[config.mk]
export PLATFORM = sky130hd
export DESIGN_NAME = mm_cell
export DESIGN_NICKNAME = d
export VERILOG_FILES = /design/src/assert_macros.svh /design/src/mm_pkg.sv /design/src/mm_cell.sv
export SDC_FILE = /design/constraint.sdc
export NUM_CORES = 1
export LEC_CHECK = 0
export ABC_AREA = 1
export CORE_MARGIN = 2
export CORE_UTILIZATION = 59
export CTS_BUF_LIST = sky130_fd_sc_hd__clkbuf_4 sky130_fd_sc_hd__clkbuf_8
export CTS_CLUSTER_DIAMETER = 120
export DETAILED_ROUTE_END_ITERATION = 10
export DONT_BUFFER_PORTS = 1
export GPL_ROUTABILITY_DRIVEN = 0
export HOLD_SLACK_MARGIN = 0.08
export PLACE_DENSITY = 0.75
export SYNTH_ARGS = -nofsm -noshare
export SYNTH_HDL_FRONTEND = slang
export SYNTH_SLANG_ARGS = --single-unit
[constraint.sdc]
create_clock -name clk -period 5.2 [get_ports clk]
set_input_delay 1.04 -clock clk [delete_from_list [all_inputs] [get_ports clk]]
set_output_delay 1.04 -clock clk [all_outputs]
set_load 0.02 [all_outputs]
[src/assert_macros.svh]
// Assertion macros shared by the matrix multiply RTL.
// Include guard keeps repeated includes harmless.
`ifndef ASSERT_MACROS_SVH
`define ASSERT_MACROS_SVH
// Assert that an implication holds at every clock edge outside reset.
`define ASSERT_IMPL(label, clk, rst_n, prop) \
    label: assert property (@(posedge clk) disable iff (!rst_n) prop) \
        else $error("assertion failed");
// Assert that a condition never holds at a clock edge outside reset.
`define ASSERT_NEVER(label, clk, rst_n, prop) \
    label: assert property (@(posedge clk) disable iff (!rst_n) !(prop)) \
        else $error("forbidden condition seen");
`endif

[src/mm_pkg.sv]
`timescale 1ns / 1ps
// Shared types and constants for the matrix multiply block.
// No dependencies.
package mm_pkg;
    localparam int MAX_DIM      = 64;
    localparam int ELEMENT_BITS = 16;
    localparam int IDX_BITS     = $clog2(MAX_DIM);
    localparam int CNT_BITS     = IDX_BITS + 1;
    localparam int ADDR_BITS    = 2 * IDX_BITS;
    localparam int DEPTH        = MAX_DIM * MAX_DIM;
    localparam int OUT_BITS     = 38;
    localparam int CFG_BITS     = 7;

    localparam logic [1:0] REQ_WRITE_A = 2'd0;
    localparam logic [1:0] REQ_WRITE_B = 2'd1;
    localparam logic [1:0] REQ_COMPUTE = 2'd2;

    localparam logic [1:0] CFG_ROWS  = 2'd0;
    localparam logic [1:0] CFG_COLS  = 2'd1;
    localparam logic [1:0] CFG_INNER = 2'd2;

    // Control passed along the cell chain with each term.
    typedef struct packed {
        logic                valid;
        logic                first;
        logic                last_term;
        logic                last_col;
        logic [IDX_BITS-1:0] col;
    } mm_ctl_t;
endpackage

[src/mm_cell.sv]
`timescale 1ns / 1ps
// One cell of the chain: takes a term and control from its left neighbor,
// registers its part of the work and hands the result to its right neighbor.
// Depends on mm_pkg.
module mm_cell
    import mm_pkg::*;
(
    input  logic                          clk,
    input  logic                          rst_n,
    input  logic                          advance,
    input  logic                          mul_en,
    input  logic signed [ELEMENT_BITS-1:0] a_in,
    input  logic signed [ELEMENT_BITS-1:0] b_in,
    input  logic signed [OUT_BITS-1:0]    acc_in,
    input  mm_ctl_t                       ctl_in,
    output logic signed [OUT_BITS-1:0]    acc_out,
    output mm_ctl_t                       ctl_out
);
    logic signed [OUT_BITS-1:0] acc_reg;
    logic signed [OUT_BITS-1:0] acc_next;
    mm_ctl_t                    ctl_reg;

    // Multiply cell when mul_en, otherwise accumulate the incoming product.
    always_comb
    begin
        if (mul_en)
        begin
            acc_next = OUT_BITS'(a_in * b_in);
        end
        else
        begin
            acc_next = ctl_in.first ? acc_in : acc_reg + acc_in;
        end
    end

    // Hold everything while the chain is paused.
    always_ff @(posedge clk or negedge rst_n)
    begin
        if (!rst_n)
        begin
            ctl_reg <= '0;
        end
        else if (advance)
        begin
            ctl_reg <= ctl_in;
        end
    end

    always_ff @(posedge clk)
    begin
        if (advance && (mul_en || ctl_in.valid))
        begin
            acc_reg <= acc_next;
        end
    end

    assign acc_out = acc_reg;
    assign ctl_out = ctl_reg;
endmodule

==> results.toml, run 1 <==
[outcome]
status = "finished with violations"
violations = "setup timing"

[global_route]
grt_max_degree = 61
antenna_found_initial = 0
grt_pass1_wl_um = 68800
track_usage_pct = 32.1
grt_pass1_vias = 14240
grt.overflow.total = 0

[sta]
max_clock_freq_mhz = 174
finalMaxSlewViolations = 0
rsz0062_at_grt = "true"
layout_setup_ws_ps = -558
worst_slew_pin_slew_ps = 1250
relSlewSlack_pct = 16.8
setup_viol = 27
post-route-period-util_pct = 111
hold_violations = 0
fin_crit_ps = 5760
hold_ws_ps = 387
finClkSkew_ps = 14.8

[routing]
wl_per_cell_um = 17.2
drc_errors = 0
vias = 13898
routed_wl_um = 42700
drtIter0Drc = 1286
drtPass1Iterations = 6
drtAntennaViolNets = 0
viasPerCell = 5.60

[floorplanning]
die_area_mm2 = 0.0274
die_height_um = 165
io_pins = 132
rows = 59
start_util_pct = 59.5
core-area_mm2 = 0.0258
die_w_um = 165

[clock_tree]
clk_latency_ps = 340
path_clk_slew_ps = 100
cts_tree = "done"
clockRootBuffer = "clkbuf_8"
holdBufCountCts = 0
clock_sinks = 48
cts_buffer_depth = 2
cts_buffers = 5
htreeDepth = 2

[worst_setup_path]
timing.critical_path.mode_cell = "fa_1"
path_cells = "clkinvlp_4 -> buf_6 -> buf_6 -> nor2_4 -> fa_1 -> fa_1 -> fa_1 -> fa_1 -> fa_1 -> inv_1 -> fa_1 -> inv_1 -> ha_4 -> nand2_4 -> nor2_4 -> inv_2 -> nor3_4 -> nand4_1 -> nand3_1 -> nand2_1 -> nand3_2 -> o21ai_1"
critPathBufInv = 6
crit_family = "adder cells"
critical_path.slowest_cell = "fa_1"
crit_arrival_ps = 5850
path_max_fanout = 6
ff2ff_setup_slack_ps = 2070
critPathKind = "in2reg"
cpPeakStageDelay_ps = 550
start_kind = "primary input"
cp.required_ps = 5290
end_kind = "register"

[synthesis]
synth_top_family_by_area = "adder cells"
yosysUniqueCellTypes = 46
synth_compound_area_share_pct = 8.30
syn_inst = 2101
ys_top_cells_by_count = "nand2_1 (525), inv_1 (513), fa_1 (263)"
async_reset_ff_share_pct = 20.8
synth-simple-area-share_pct = 21.9
syn-num-nets = 2567
ys_warn_count = 0
synthXorXnorAreaFrac_pct = 1.54
syn_avg_cell_area_um2 = 7.31
yosysTopAreaCell = "fa_1"
synth.area.mux_share_pct = 0.586
yosysMostFrequentCell = "nand2_1"
synthTopCellsByArea = "fa_1 (34%), nand2_1 (13%), inv_1 (13%)"
synth_edf_count = 38
synth_top_flop_cell = "edfxtp_1"
synth_top_area_share_pct = 34.3
ys_ff_latch = 48
netlist_area_mm2 = 0.0154
synth_fa_ha_area_share_pct = 44.0
ys_seq_area_share_pct = 9.05

[final_layout]
drive_above_1_share_pct = 18.5
area_delta_synth_final_pct = 16.0
utilization_pct = 69.0
nets = 2613
antennaDiodeCount = 0
design_area_mm2 = 0.0178

[placed_design]
dpl_cell_area_mm2 = 0.0167
portBuffers = 0
dpl.hpwl_um = 34600

[hold_path]
hp-class = "in2async"

[run]
drv_cap = 0
## final timing paths
check | from | end | cells after the start
max | b_in[15] | acc_out[27] | 22
min | rst_n | ctl_out[4] | 0
max reg2reg | acc_out[0] | acc_out[28] | 15
min reg2reg | ctl_out[9] | ctl_out[9] | 2
max in group asynchronous | rst_n | ctl_out[8] | 0
min in group clk | ctl_out[9] | ctl_out[9] | 2
## sequential cells by signal (all words and copies together) (netlist names)
name and flops:
acc_out 38, ctl_out 10
## per-layer routing
| metal | vias up | GRT usage (%) | share of wire, % |
|---|---|---|---|
| met2 | 677 | 54.5 | 49 |
| met3 | 127 | 7.49 | 9.5 |
| met4 | 0 | 10.3 | 3.4 |
| met1 | 6695 | 40.9 | 38 |
| met5 | - | 0 | 0 |
| li1 | 6399 | - | - |
## repair_timing
item | CTS | global route
pin swaps | 61 | 43
setup endpoints to repair | 27 | 28
gates resized for setup | 164 | 78
buffers inserted | 3 | 8
## area by class of cell
cell class / count / area [um^2]
clock buffer: 5 / 68.8
clock inverter: 3 / 45.0
fill: 2057 / 8020
inverter: 515 / 1950
multi-input combinational: 1463 / 13000
sequential: 48 / 1390
tap: 335 / 419
timing repair buffer: 114 / 920
## cells in the final DEF (no fill, tap or decap), types with 24 or more instances in the layout
master / synthesis / final
a21oi_1: 102 / 75
buf_4: 2 / 97
edfxtp_1: 38 / 38
fa_1: 263 / 246
ha_1: 119 / 93
ha_4: 0 / 24
inv_1: 513 / 467
inv_2: 1 / 39
nand2_1: 525 / 477
nand2_2: 12 / 37
nand3_1: 67 / 56
nor2_1: 154 / 128
nor2_4: 1 / 24
o21ai_0: 66 / 44
## kinds of logic after synthesis
kind of cell,count (synthesis)
AND/OR/NAND/NOR,818
buffers and inverters,590
adder cells (fa/ha/maj),382
AO/OA/AOI/OAI,228
flip-flops,48
XOR/XNOR,27
multiplexers,8
## metrics by stage
step | setup TNS [ps] | instances | setup WS, ps
global placement | -21990 | 2465 | -964
finish | -11750 | 2483 | -558
CTS | -10550 | 2476 | -519
global route | -16450 | 2483 | -792
detailed placement | -23630 | 2465 | -1000
floorplan | -16370 | 2101 | -751
Power of run 1 is left out: the tool's default activity adds up to more than one toggle a clock period on the data nets, which glitch-free logic cannot reach.
==> run 2, diff against run 1 <==
--- a/config.mk
+++ b/config.mk
@@ -6,6 +6,7 @@
 export NUM_CORES = 1
 export LEC_CHECK = 0
 export ABC_AREA = 1
+export CORE_ASPECT_RATIO = 1.1
 export CORE_MARGIN = 2
 export CORE_UTILIZATION = 59
 export CTS_BUF_LIST = sky130_fd_sc_hd__clkbuf_4 sky130_fd_sc_hd__clkbuf_8
==> results.toml, run 2 (synthesis gave the netlist of run 1 again) <==
[floorplanning]
die_height_um = 173
die_w_um = 158
start_util_pct = 60.5
io_pins = 132
core-area_mm2 = 0.0254
rows = 61
die_area_mm2 = 0.0274

[worst_setup_path]
cpPeakStageDelay_ps = 540
critical_path.slowest_cell = "fa_2"
critPathKind = "in2reg"
crit_family = "adder cells"
crit_arrival_ps = 5950
timing.critical_path.mode_cell = "fa_1"
end_kind = "register"
start_kind = "primary input"
critPathBufInv = 6
path_max_fanout = 8
cp.required_ps = 5270
path_cells = "clkinvlp_4 -> buf_6 -> or2_4 -> fa_1 -> fa_2 -> inv_2 -> fa_2 -> fa_1 -> fa_1 -> inv_1 -> fa_1 -> inv_2 -> ha_4 -> nand2_4 -> nor2_4 -> inv_2 -> nor2_4 -> a21bo_2 -> nand3b_1 -> a21oi_1 -> o21ai_2 -> nand2_1"

[final_layout]
nets = 2626
drive_above_1_share_pct = 18.4
final_common_cell = "nand2_1"
antennaDiodeCount = 0
area_delta_synth_final_pct = 15.7
layout_common_cells = "nand2_1 (484), inv_1 (469), fa_1 (243), nor2_1 (134), buf_4 (111)"
largest_register_ffs = 38

[hold_path]
hp-class = "in2async"

[global_route]
grt_pass1_vias = 14578
track_usage_pct = 31.9
grt_max_degree = 43
antenna_found_initial = 0
grt.overflow.total = 0
grt_pass1_wl_um = 69800

[routing]
viasPerCell = 5.55
wl_per_cell_um = 17.3
drtIter0Drc = 1241
drc_errors = 0
routed_wl_um = 43300
drtAntennaViolNets = 0
vias = 13917
drtPass1Iterations = 7

[sta]
worst_slew_pin_slew_ps = 1130
fin_crit_ps = 5880
finClkSkew_ps = 9.92
rsz0062_at_grt = "true"
layout_setup_ws_ps = -677
finalMaxSlewViolations = 0
hold_violations = 0
post-route-period-util_pct = 113
max_clock_freq_mhz = 170
relSlewSlack_pct = 24.5
setup_viol = 27

[clock_tree]
cts_buffers = 5
htreeDepth = 2
holdBufCountCts = 0
cts_buffer_depth = 2
cts_tree = "done"
clk_latency_ps = 320
clockRootBuffer = "clkbuf_8"
path_clk_slew_ps = 100
clock_sinks = 48

[placed_design]
portBuffers = 0
place_ws_ps = -1120
dpl.hpwl_um = 35500

[outcome]
violations = "setup timing"
status = "finished with violations"

[run]
drv_cap = 0
-- run 2: worst paths after layout --
check / start / endpoint / slack [ps] / cells past startpoint
setup / recovery: b_in[15] / acc_out[22] / -680 / 22
setup reg to reg: acc_out[0] / acc_out[30] / 2270 / 13
hold / removal: rst_n / ctl_out[8] / 400 / 0
max in group asynchronous: rst_n / ctl_out[9] / 4730 / 0
min in group clk: ctl_out[9] / ctl_out[9] / 660 / 2
hold reg to reg: ctl_out[9] / ctl_out[9] / 660 / 2
-- run 2: cell type report --
class                   count  area, um^2
fillers                  1995        7640
clock inverters             2        38.8
repair buffers            127        1020
clock buffers               6        82.6
inverters                 515        1950
flip-flops and latches     48        1390
well taps                 346         433
multi-input cells        1463       12900
-- run 2: timing repair --
| item | CTS | global route |
|---|---|---|
| endpoints found under the setup margin | 27 | 28 |
| pin swaps | 77 | 26 |
| gates resized for setup | 121 | 84 |
| cloned | 0 | 0 |
| buffers inserted | 18 | 4 |
-- run 2: metrics by stage --
step | util [%] | std cells | TNS, ps | cell area [um^2] | hold slack (ps)
2_1_floorplan | - | 2101 | -16370 | 16200 | 606
3_3_place_gp | 65.8 | 2478 | -21320 | 16700 | 636
3_5_place_dp | 65.8 | 2478 | -23510 | 16700 | 650
4_1_cts | 68.6 | 2503 | -11890 | 17400 | 403
5_1_grt | 69.9 | 2507 | -18720 | 17800 | 390
6_report | 69.9 | 2507 | -13710 | 17800 | 403
-- run 2: routing by layer --
layer	up-vias	part of all wire (%)	wire (um)	global-route usage, %
li1	6412	-	-	-
met1	6755	37	16000	38.7
met2	630	51	22100	56.7
met3	120	7.8	3390	4.68
met4	0	4.0	1710	12.4
met5	-	0	0	0
-- run 2: worst reg2reg max path, delay by kind of cell, from the launching register on --
kind / cells / cell delay, ps
simple gates: 7 / 800
flops: 1 / 490
fa+ha+maj: 2 / 720
compound gates: 2 / 440
buf+inv: 2 / 250
Power of run 2 is left out for the same reason.
